==> src/irfsk_pkg.sv <==
// Package for the IR FSK demodulator: widths, constants, CORDIC angle table
// and the command/status structs between controller and datapath.
// No dependencies.
package irfsk_pkg;

  localparam int WORD_BITS    = 32;
  localparam int VOTE_WINDOW  = 5;
  localparam int CORDIC_STEPS = 24;
  localparam int STEP_W       = $clog2(CORDIC_STEPS + 1);
  localparam int BITCNT_W     = 6;

  // Register indexes
  localparam logic [1:0] REG_ENERGY_THR = 2'd0;
  localparam logic [1:0] REG_HOLD_COUNT = 2'd1;
  localparam logic [1:0] REG_SPB        = 2'd2;
  localparam logic [1:0] REG_VOTE_THR   = 2'd3;

  typedef enum logic [1:0] {
    ST_IDLE,
    ST_ITER,
    ST_POST,
    ST_OUT
  } ctrl_state_t;

  // Controller to datapath
  typedef struct packed {
    logic take_sample;   // an input transfer happens this cycle
    logic cordic_load;   // preload CORDIC from the quadrature values
    logic cordic_step;   // run one vectoring iteration
    logic finish;        // demod, window and word update
  } dp_cmd_t;

  // Datapath to controller
  typedef struct packed {
    logic step_end;      // fourth sample of the group is being taken
    logic step_live;     // step yields a result (not skipped)
    logic step_high;     // energy at or above threshold
    logic cordic_done;   // last iteration executed
  } dp_stat_t;

  // round(atan(2^-k) * 2^31 / pi)
  function automatic logic [31:0] atan_entry(input logic [4:0] k);
    logic [31:0] r;
    case (k)
      5'd0:  r = 32'd536870912;
      5'd1:  r = 32'd316933406;
      5'd2:  r = 32'd167458907;
      5'd3:  r = 32'd85004756;
      5'd4:  r = 32'd42667331;
      5'd5:  r = 32'd21354465;
      5'd6:  r = 32'd10679838;
      5'd7:  r = 32'd5340245;
      5'd8:  r = 32'd2670163;
      5'd9:  r = 32'd1335087;
      5'd10: r = 32'd667544;
      5'd11: r = 32'd333772;
      5'd12: r = 32'd166886;
      5'd13: r = 32'd83443;
      5'd14: r = 32'd41722;
      5'd15: r = 32'd20861;
      5'd16: r = 32'd10430;
      5'd17: r = 32'd5215;
      5'd18: r = 32'd2608;
      5'd19: r = 32'd1304;
      5'd20: r = 32'd652;
      5'd21: r = 32'd326;
      5'd22: r = 32'd163;
      5'd23: r = 32'd81;
      5'd24: r = 32'd41;
      5'd25: r = 32'd20;
      5'd26: r = 32'd10;
      5'd27: r = 32'd5;
      5'd28: r = 32'd3;
      5'd29: r = 32'd1;
      5'd30: r = 32'd1;
      default: r = 32'd0;
    endcase
    return r;
  endfunction

endpackage

==> src/irfsk_if.sv <==
// Valid/ready channel interfaces for the IR FSK demodulator.
// Depends on nothing.
interface irfsk_in_if;
  logic              valid;
  logic              ready;
  logic signed [15:0] sample;
  modport source (output valid, output sample, input ready);
  modport sink   (input valid, input sample, output ready);
endinterface

interface irfsk_out_if;
  logic               valid;
  logic               ready;
  logic signed [16:0] i_value;
  logic signed [16:0] q_value;
  logic signed [15:0] demod_value;
  logic               word_ready;
  logic [31:0]        word;
  modport source (output valid, output i_value, output q_value, output demod_value,
                  output word_ready, output word, input ready);
  modport sink   (input valid, input i_value, input q_value, input demod_value,
                  input word_ready, input word, output ready);
endinterface

interface irfsk_cfg_if;
  logic        valid;
  logic        ready;
  logic [1:0]  index;
  logic [16:0] data;
  modport source (output valid, output index, output data, input ready);
  modport sink   (input valid, input index, input data, output ready);
endinterface

==> src/ir_fsk_demodulator.sv <==
// IR FSK demodulator top level. Samples 1-3 of a group give no result; a
// live fourth sample gives one: when high after the CORDIC iterations, the
// update and the output load, when low after the update and the output load.
// Throughput: one sample a cycle within a group; after a live fourth sample no
// new sample is taken until its result is loaded, which an output stall delays.
// Reset: rst_n synchronous active low; control, config and state registers reset.
module ir_fsk_demodulator (
  input logic clk,
  input logic rst_n,
  irfsk_in_if.sink    in_ch,
  irfsk_out_if.source out_ch,
  irfsk_cfg_if.sink   cfg_ch
);
  import irfsk_pkg::*;

  logic [16:0] energy_thr_r;
  logic [5:0]  hold_cnt_r;
  logic [3:0]  spb_r;
  logic [2:0]  vote_thr_r;

  // Configuration registers, always ready
  assign cfg_ch.ready = 1'b1;
  always_ff @(posedge clk) begin
    if (!rst_n) begin
      energy_thr_r <= 17'd64;
      hold_cnt_r   <= 6'd32;
      spb_r        <= 4'd6;
      vote_thr_r   <= 3'd3;
    end else if (cfg_ch.valid) begin
      case (cfg_ch.index)
        REG_ENERGY_THR: energy_thr_r <= cfg_ch.data;
        REG_HOLD_COUNT: hold_cnt_r   <= cfg_ch.data[5:0];
        REG_SPB:        spb_r        <= cfg_ch.data[3:0];
        REG_VOTE_THR:   vote_thr_r   <= cfg_ch.data[2:0];
        default: ;
      endcase
    end
  end

  dp_cmd_t  cmd;
  dp_stat_t stat;
  logic     out_load;
  logic     out_valid_r;
  logic signed [16:0] i_v, q_v;
  logic signed [15:0] d_v;
  logic               wr_v;
  logic [31:0]        w_v;

  irfsk_ctrl u_ctrl (
    .clk, .rst_n,
    .in_valid (in_ch.valid),
    .in_ready (in_ch.ready),
    .out_busy (out_valid_r && !out_ch.ready),
    .out_load,
    .stat,
    .cmd
  );

  irfsk_dp u_dp (
    .clk, .rst_n,
    .sample      (in_ch.sample),
    .energy_thr  (energy_thr_r),
    .hold_cnt    (hold_cnt_r),
    .spb         (spb_r),
    .vote_thr    (vote_thr_r),
    .cmd, .stat,
    .i_value     (i_v),
    .q_value     (q_v),
    .demod_value (d_v),
    .word_ready  (wr_v),
    .word        (w_v)
  );

  // Output register
  always_ff @(posedge clk) begin
    if (!rst_n) out_valid_r <= 1'b0;
    else if (out_load) out_valid_r <= 1'b1;
    else if (out_ch.ready) out_valid_r <= 1'b0;
    if (out_load) begin
      out_ch.i_value     <= i_v;
      out_ch.q_value     <= q_v;
      out_ch.demod_value <= d_v;
      out_ch.word_ready  <= wr_v;
      out_ch.word        <= w_v;
    end
  end
  assign out_ch.valid = out_valid_r;
endmodule

==> src/irfsk_ctrl.sv <==
// Controller state machine: sequences accept, CORDIC iterations, update, output.
// Depends on irfsk_pkg.
module irfsk_ctrl (
  input  logic               clk,
  input  logic               rst_n,
  input  logic               in_valid,
  output logic               in_ready,
  input  logic               out_busy,
  output logic               out_load,
  input  irfsk_pkg::dp_stat_t stat,
  output irfsk_pkg::dp_cmd_t  cmd
);
  import irfsk_pkg::*;

  ctrl_state_t state_r, state_nxt;

  // State register
  always_ff @(posedge clk) begin
    if (!rst_n) state_r <= ST_IDLE;
    else        state_r <= state_nxt;
  end

  // Next state and commands
  always_comb begin
    state_nxt = state_r;
    cmd       = '0;
    in_ready  = 1'b0;
    out_load  = 1'b0;
    case (state_r)
      ST_IDLE: begin
        in_ready = 1'b1;
        if (in_valid) begin
          cmd.take_sample = 1'b1;
          if (stat.step_end && stat.step_live) begin
            if (stat.step_high) begin
              cmd.cordic_load = 1'b1;
              state_nxt = ST_ITER;
            end else begin
              state_nxt = ST_POST;
            end
          end
        end
      end
      ST_ITER: begin
        cmd.cordic_step = 1'b1;
        if (stat.cordic_done) state_nxt = ST_POST;
      end
      ST_POST: begin
        cmd.finish = 1'b1;
        state_nxt  = ST_OUT;
      end
      ST_OUT: begin
        if (!out_busy) begin
          out_load  = 1'b1;
          state_nxt = ST_IDLE;
        end
      end
      default: state_nxt = ST_IDLE;
    endcase
  end

`ifndef SYNTHESIS
  a_ready_idle: assert property (@(posedge clk) disable iff (!rst_n)
    in_ready |-> state_r == ST_IDLE) else $error("ready outside idle");
  a_iter_post: assert property (@(posedge clk) disable iff (!rst_n)
    (state_r == ST_ITER && stat.cordic_done) |=> state_r == ST_POST)
    else $error("CORDIC end not followed by update");
  a_post_out: assert property (@(posedge clk) disable iff (!rst_n)
    state_r == ST_POST |=> state_r == ST_OUT) else $error("update not followed by output");
`endif
endmodule

==> src/irfsk_dp.sv <==
// Datapath: quadrature accumulation, burst detector, iterative CORDIC,
// sign window, threshold vote and word assembly. Depends on irfsk_pkg.
module irfsk_dp (
  input  logic                clk,
  input  logic                rst_n,
  input  logic signed [15:0]  sample,
  input  logic [16:0]         energy_thr,
  input  logic [5:0]          hold_cnt,
  input  logic [3:0]          spb,
  input  logic [2:0]          vote_thr,
  input  irfsk_pkg::dp_cmd_t  cmd,
  output irfsk_pkg::dp_stat_t stat,
  output logic signed [16:0]  i_value,
  output logic signed [16:0]  q_value,
  output logic signed [15:0]  demod_value,
  output logic                word_ready,
  output logic [31:0]         word
);
  import irfsk_pkg::*;

  logic [1:0]           phase4_r;
  logic signed [16:0]   q_acc_r, i_acc_r;
  logic [5:0]           active_r;
  logic                 last_nz_r;
  logic [31:0]          last_phase_r;
  logic [VOTE_WINDOW-1:0] window_r;
  logic [3:0]           decim_r;
  logic [WORD_BITS-1:0] shift_r;
  logic [BITCNT_W-1:0]  bitcnt_r;
  logic                 high_r;
  logic signed [33:0]   x_r, y_r;
  logic [31:0]          z_r;
  logic [STEP_W-1:0]    k_r;
  logic [15:0]          demod_r;
  logic                 ready_r;
  logic [31:0]          word_r;

  // Quadrature values of the group, fourth sample folded in
  logic signed [16:0] i_new, q_new;
  logic [16:0]        abs_i, abs_q;
  logic [17:0]        energy;
  logic               high;
  always_comb begin
    q_new  = q_acc_r;
    i_new  = i_acc_r - 17'(sample);
    abs_i  = i_new[16] ? 17'(-i_new) : i_new;
    abs_q  = q_new[16] ? 17'(-q_new) : q_new;
    energy = {1'b0, abs_i} + {1'b0, abs_q};
    high   = energy >= {1'b0, energy_thr};
    stat.step_end    = phase4_r == 2'd3;
    stat.step_live   = high || active_r != '0;
    stat.step_high   = high;
    stat.cordic_done = k_r == STEP_W'(CORDIC_STEPS - 1);
  end

  // Sample accumulation and burst detector
  always_ff @(posedge clk) begin
    if (!rst_n) begin
      phase4_r <= '0;
      q_acc_r  <= '0;
      i_acc_r  <= '0;
      active_r <= '0;
    end else if (cmd.take_sample) begin
      phase4_r <= phase4_r + 2'd1;
      case (phase4_r)
        2'd0: q_acc_r <= 17'(sample);
        2'd1: i_acc_r <= 17'(sample);
        2'd2: q_acc_r <= q_acc_r - 17'(sample);
        default: begin
          i_acc_r <= i_new;
          if (high) active_r <= hold_cnt;
          else if (active_r != '0) active_r <= active_r - 6'd1;
        end
      endcase
    end
  end

  // CORDIC, one iteration a cycle; x,y carry I,Q scaled by 2^15
  logic signed [33:0] xs, ys;
  logic signed [33:0] i_sc, q_sc;
  always_comb begin
    xs   = x_r >>> k_r;
    ys   = y_r >>> k_r;
    i_sc = {{2{i_new[16]}}, i_new, 15'd0};
    q_sc = {{2{q_new[16]}}, q_new, 15'd0};
  end

  always_ff @(posedge clk) begin
    if (cmd.take_sample) high_r <= high;
    if (cmd.cordic_load) begin
      k_r <= '0;
      if (i_new[16] && !q_new[16]) begin
        x_r <= q_sc;
        y_r <= -i_sc;
        z_r <= 32'h4000_0000;
      end else if (i_new[16]) begin
        x_r <= -q_sc;
        y_r <= i_sc;
        z_r <= 32'hC000_0000;
      end else begin
        x_r <= i_sc;
        y_r <= q_sc;
        z_r <= '0;
      end
    end else if (cmd.cordic_step) begin
      k_r <= k_r + STEP_W'(1);
      if (y_r > 0) begin
        x_r <= x_r + ys;
        y_r <= y_r - xs;
        z_r <= z_r + atan_entry(5'(k_r));
      end else if (y_r < 0) begin
        x_r <= x_r - ys;
        y_r <= y_r + xs;
        z_r <= z_r - atan_entry(5'(k_r));
      end
    end
  end

  // Demod, sign window, vote and word
  logic [31:0]          demod;
  logic [VOTE_WINDOW-1:0] win_n;
  logic [3:0]           dec_n;
  logic [3:0]           ones;
  always_comb begin
    demod = high_r ? (z_r - last_phase_r) : 32'd0;
    win_n = {window_r[VOTE_WINDOW-2:0], ~demod[31]};
    dec_n = decim_r + 4'd1;
    ones  = 4'($countones(win_n));
  end

  always_ff @(posedge clk) begin
    if (!rst_n) begin
      last_nz_r    <= 1'b0;
      last_phase_r <= '0;
      window_r     <= '0;
      decim_r      <= '0;
      shift_r      <= '0;
      bitcnt_r     <= '0;
      ready_r      <= 1'b0;
    end else if (cmd.finish) begin
      ready_r <= 1'b0;
      demod_r <= demod[31:16];
      word_r  <= '0;
      if (!high_r && !last_nz_r) begin
        bitcnt_r     <= '0;
        decim_r      <= '0;
        last_phase_r <= '0;
      end
      if (high_r) last_phase_r <= z_r;
      last_nz_r <= demod != 0;
      if (demod != 0) begin
        window_r <= win_n;
        decim_r  <= dec_n;
        if (dec_n == spb) begin
          decim_r <= '0;
          shift_r <= {shift_r[WORD_BITS-2:0], ones >= {1'b0, vote_thr}};
          if (bitcnt_r + 6'd1 == BITCNT_W'(WORD_BITS)) begin
            bitcnt_r <= '0;
            ready_r  <= 1'b1;
            word_r   <= 32'({shift_r[WORD_BITS-2:0], ones >= {1'b0, vote_thr}});
          end else begin
            bitcnt_r <= bitcnt_r + 6'd1;
          end
        end
      end
    end
  end

  assign i_value     = i_acc_r;
  assign q_value     = q_acc_r;
  assign demod_value = demod_r;
  assign word_ready  = ready_r;
  assign word        = word_r;

`ifndef SYNTHESIS
  a_bitcnt: assert property (@(posedge clk) disable iff (!rst_n)
    bitcnt_r < BITCNT_W'(WORD_BITS)) else $error("bit count overran word");
  a_phase: assert property (@(posedge clk) disable iff (!rst_n)
    cmd.finish |-> phase4_r == 2'd0) else $error("update mid-group");
  a_word: assert property (@(posedge clk) disable iff (!rst_n)
    $rose(ready_r) |-> $past(cmd.finish)) else $error("word outside update");
`endif
endmodule
==> src/flat_wrapper.sv <==
// flat-port wrapper written by rule: the top's interface ports become plain ports
module ir_fsk_demodulator_flat import irfsk_pkg::*;
  (clk, rst_n, in_ch_valid, in_ch_sample, in_ch_ready, out_ch_valid, out_ch_i_value, out_ch_q_value, out_ch_demod_value, out_ch_word_ready, out_ch_word, out_ch_ready, cfg_ch_valid, cfg_ch_index, cfg_ch_data, cfg_ch_ready);
  irfsk_in_if in_ch_i ();
  irfsk_out_if out_ch_i ();
  irfsk_cfg_if cfg_ch_i ();
  input logic clk;
  input logic rst_n;
  input wire logic [$bits(in_ch_i.valid)-1:0] in_ch_valid;
  input wire logic [$bits(in_ch_i.sample)-1:0] in_ch_sample;
  output wire logic [$bits(in_ch_i.ready)-1:0] in_ch_ready;
  output wire logic [$bits(out_ch_i.valid)-1:0] out_ch_valid;
  output wire logic [$bits(out_ch_i.i_value)-1:0] out_ch_i_value;
  output wire logic [$bits(out_ch_i.q_value)-1:0] out_ch_q_value;
  output wire logic [$bits(out_ch_i.demod_value)-1:0] out_ch_demod_value;
  output wire logic [$bits(out_ch_i.word_ready)-1:0] out_ch_word_ready;
  output wire logic [$bits(out_ch_i.word)-1:0] out_ch_word;
  input wire logic [$bits(out_ch_i.ready)-1:0] out_ch_ready;
  input wire logic [$bits(cfg_ch_i.valid)-1:0] cfg_ch_valid;
  input wire logic [$bits(cfg_ch_i.index)-1:0] cfg_ch_index;
  input wire logic [$bits(cfg_ch_i.data)-1:0] cfg_ch_data;
  output wire logic [$bits(cfg_ch_i.ready)-1:0] cfg_ch_ready;
  assign in_ch_i.valid = in_ch_valid;
  assign in_ch_i.sample = in_ch_sample;
  assign in_ch_ready = in_ch_i.ready;
  assign out_ch_valid = out_ch_i.valid;
  assign out_ch_i_value = out_ch_i.i_value;
  assign out_ch_q_value = out_ch_i.q_value;
  assign out_ch_demod_value = out_ch_i.demod_value;
  assign out_ch_word_ready = out_ch_i.word_ready;
  assign out_ch_word = out_ch_i.word;
  assign out_ch_i.ready = out_ch_ready;
  assign cfg_ch_i.valid = cfg_ch_valid;
  assign cfg_ch_i.index = cfg_ch_index;
  assign cfg_ch_i.data = cfg_ch_data;
  assign cfg_ch_ready = cfg_ch_i.ready;
  ir_fsk_demodulator u_core (.clk(clk), .rst_n(rst_n), .in_ch(in_ch_i), .out_ch(out_ch_i), .cfg_ch(cfg_ch_i));
endmodule
==> config.mk <==
export PLATFORM = sky130hd
export DESIGN_NAME = ir_fsk_demodulator_flat
export DESIGN_NICKNAME = d
export VERILOG_FILES = /design/src/irfsk_pkg.sv /design/src/irfsk_if.sv /design/src/ir_fsk_demodulator.sv /design/src/irfsk_ctrl.sv /design/src/irfsk_dp.sv /design/src/flat_wrapper.sv
export SDC_FILE = /design/constraint.sdc
export NUM_CORES = 1
export LEC_CHECK = 0
export BUFFER_PORTS_ARGS = -buffer_cell sky130_fd_sc_hd__buf_4
export CORE_ASPECT_RATIO = 1.2
export CORE_MARGIN = 5
export CORE_UTILIZATION = 40
export CTS_CLUSTER_SIZE = 24
export DETAILED_ROUTE_END_ITERATION = 7
export GPL_ROUTABILITY_DRIVEN = 0
export PLACE_DENSITY_LB_ADDON = 0.1
export SETUP_SLACK_MARGIN = 0.15
export SLEW_MARGIN = 10
export SYNTH_ARGS = -nofsm -noshare
export SYNTH_HDL_FRONTEND = slang
export SYNTH_HIERARCHICAL = 1
export SYNTH_SLANG_ARGS = --single-unit
==> constraint.sdc <==
create_clock -name clk -period 22.9 [get_ports clk]
set_input_delay 1.145 -clock clk [delete_from_list [all_inputs] [get_ports clk]]
set_output_delay 1.145 -clock clk [all_outputs]
set_load 0.05 [all_outputs]
==> flow_metrics.env <==
export IMPL_outcome="completed"
export IMPL_synth_top_area_cell="edfxtp_1"
export IMPL_muxShareOfSynthArea_pct=10.6
export IMPL_required_ns=23.36
export IMPL_rsz0062_at_grt="false"
export IMPL_synth_area_leaders="edfxtp_1 (21%), dfxtp_1 (11%), ha_1 (8.5%)"
export IMPL_wl_um=98200
export IMPL_clkSlewWorstSetupHoldPaths_ns=0.06
export IMPL_slowest_delay_ns=0.71
export IMPL_yosysSeqAreaShare_pct=32.3
export IMPL_ioPinCount=126
export IMPL_period_needed_ns=11.61
export IMPL_grt_first_pass_wirelength_um=154000
export IMPL_fin_setup_tns_ns=0
export IMPL_hold_viol_final=0
export IMPL_maxCapViolCount=0
export IMPL_nets=4018
export IMPL_hpwl_um=72600
export IMPL_tightest_slew_ns=1.17
export IMPL_finClkSkew_ns=0.0435
export IMPL_synth_simple_area_share_pct=17.0
export IMPL_end_kind="flip-flop"
export IMPL_synth_area_per_cell_um2=8.91
export IMPL_cts_repair_resized=0
export IMPL_root_buffer="clkbuf_16"
export IMPL_cts_buffers=48
export IMPL_crit_type="primary input to flip-flop"
export IMPL_cp_slowest_cell="and4_4"
export IMPL_ys_seq_elements=421
export IMPL_setup_slack_ns=11.29
export IMPL_drc=0
export IMPL_clk_path_buf_depth=3
export IMPL_drt_iter0_markers=1880
export IMPL_cp_max_fo=60
export IMPL_synth_fa_ha_area_share_pct=9.00
export IMPL_drv_slew=0
export IMPL_core_area_mm2=0.0830
export IMPL_synth_top_cell_area_share_pct=20.9
export IMPL_setup_viol=0
export IMPL_firstDrtPassIters=5
export IMPL_synthFlopType="edfxtp_1"
export IMPL_synthXorXnorAreaFrac_pct=6.84
export IMPL_grt_max_degree=81
export IMPL_syn_nets=4010
export IMPL_die_area_mm2=0.0891
export IMPL_vias_per_cell=5.71
export IMPL_clock_sinks=421
export IMPL_ant_nets=0
export IMPL_synthCells=3736
export IMPL_grt_use_total_pct=21.2
export IMPL_die_w_um=273
export IMPL_synth_warnings=6
export IMPL_synth_top_family_by_area="compound AO/OA/AOI/OAI gates"
export IMPL_slew_headroom_pct=22.1
export IMPL_final_cell_mix="nor2_1 (388), nand2_1 (337), a21oi_1 (239)"
export IMPL_ys_types=99
export IMPL_fp_row_count=116
export IMPL_wl_per_cell_um=20.0
export IMPL_grt_overflow_total=0
export IMPL_layout_drive_gt1_share_pct=11.2
export IMPL_synth_compound_area_share_pct=19.5
export IMPL_hold_path_class="flip-flop to flip-flop"
export IMPL_port_buffers=124
export IMPL_clk_latency_ns=0.63
export IMPL_startpoint_type="primary input"
export IMPL_area_delta_synth_final_pct=10.2
export IMPL_synth_edff_count=232
export IMPL_post_place_ws_ns=10.78
export IMPL_fmax_mhz=86.1
export IMPL_layout_commonest_cell="nor2_1"
export IMPL_syn_area_mm2=0.0333
export IMPL_dr_total_vias=28000
export IMPL_cts_htree_levels=2
export IMPL_antennaDiodeCount=0
export IMPL_period_share_pct=50.7
export IMPL_arrival_ns=12.07
export IMPL_hold_buffers=0
export IMPL_start_util_pct=40.1
export IMPL_cts_tree="done"
export IMPL_die_y_um=326
export IMPL_grt_antenna_before_repair=0
export IMPL_grt_pass1_vias=26600
export IMPL_async_flop_share_pct=0
export IMPL_crit_top_cell="a21oi_1"
export IMPL_post_cts_buffers=0
==> cells in the mapped netlist, types with 27 or more instances <==
master	instances
nand2b_1	40
and3_1	28
xor2_1	107
a31oi_1	39
mux4_2	93
a211oi_1	50
nand3_1	87
nor2b_1	32
nand4_1	27
mux2i_1	91
a21o_1	79
dfxtp_1	189
o21ai_0	234
nor3_1	67
mux2_2	29
clkbuf_1	147
or3_1	31
xnor2_1	153
a22oi_1	33
o211ai_1	48
a21oi_1	239
nor2_1	391
ha_1	225
o31ai_1	32
inv_1	191
o21a_1	40
and2_1	66
nand2_1	337
edfxtp_1	232
==> sequential cells by signal, indices dropped and copies added, names as in the netlist, 6 cells and up, named ones only <==
register / cells
u_core/out_ch.q_value: 17
u_core/u_dp/active_r: 6
u_core/u_dp/x_r: 34
u_core/u_dp/last_phase_r: 32
u_core/u_dp/bitcnt_r: 6
u_core/u_dp/z_r: 32
u_core/u_dp/demod_value: 16
u_core/u_dp/y_r: 34
u_core/u_dp/q_value: 17
u_core/u_dp/word: 32
u_core/u_dp/shift_r: 31
u_core/energy_thr_r: 17
u_core/u_dp/i_value: 17
u_core/hold_cnt_r: 6
u_core/out_ch.i_value: 17
u_core/out_ch.word: 32
u_core/out_ch.demod_value: 16
==> worst paths after layout <==
| path | start | endpoint | slack, ns | cells after the start |
|---|---|---|---|---|
| setup / recovery | in_ch_sample[2] | flip-flop | 11.29 | 42 |
| hold reg to reg | u_core/u_dp/word[11] | u_core/out_ch.word[11] | 0.41 | 0 |
| setup reg to reg | u_core/u_dp/i_value[0] | flip-flop | 11.52 | 42 |
| hold / removal | u_core/u_dp/word[11] | u_core/out_ch.word[11] | 0.41 | 0 |
==> stage by stage <==
stage | hold WS, ns | util, % | cell area [um^2] | cells
final | 0.412 | 44.2 | 36700 | 4905
after global routing | 0.415 | 44.2 | 36700 | 4905
after CTS | 0.414 | 44.2 | 36700 | 4905
after detailed placement | 0.405 | 42.3 | 35100 | 4815
after global placement | 0.400 | 42.3 | 35100 | 4815
after floorplan | 0.400 | - | 33300 | 3736
==> metal layers <==
metal	global-route usage (%)	vias to the layer above	wire, um
met1	29.3	13500	44200
met4	5.41	0	2450
met2	35.1	707	46600
li1	-	13700	-
met3	2.93	134	4960
met5	0	-	0
==> worst max-delay path: cells and delay by family <==
| family | cells | cell delay (ns) |
|---|---|---|
| AOI/OAI and AO/OA | 22 | 5.17 |
| and+or+nand+nor | 10 | 3.14 |
| buffers and inverters | 5 | 1.41 |
| adders and majority gates | 3 | 0.90 |
| xor gates and xnor gates | 2 | 0.25 |
==> area by class of cell <==
class	count	area [um^2]
Fill cell	8405	46300
Multi-Input combinational cell	2916	21000
Sequential cell	421	10800
Clock buffer	72	1410
Tap cell	1121	1400
Timing Repair Buffer	161	1210
Inverter	196	736
Clock inverter	18	169
==> logic make-up (layout without fill, tap and decap cells) <==
kind of cell               count (synthesis)  in the layout
buffers and inverters                    399            447
AOI/OAI and AO/OA                       1000           1000
DFF                                      421            421
and+or+nand+nor                         1201           1201
adders and majority gates                234            234
muxes                                    220            220
xor gates and xnor gates                 260            260
other                                      1              1
Power is left out: the tool's default activity adds up to more than one toggle a clock period on the data nets, which glitch-free logic cannot reach.
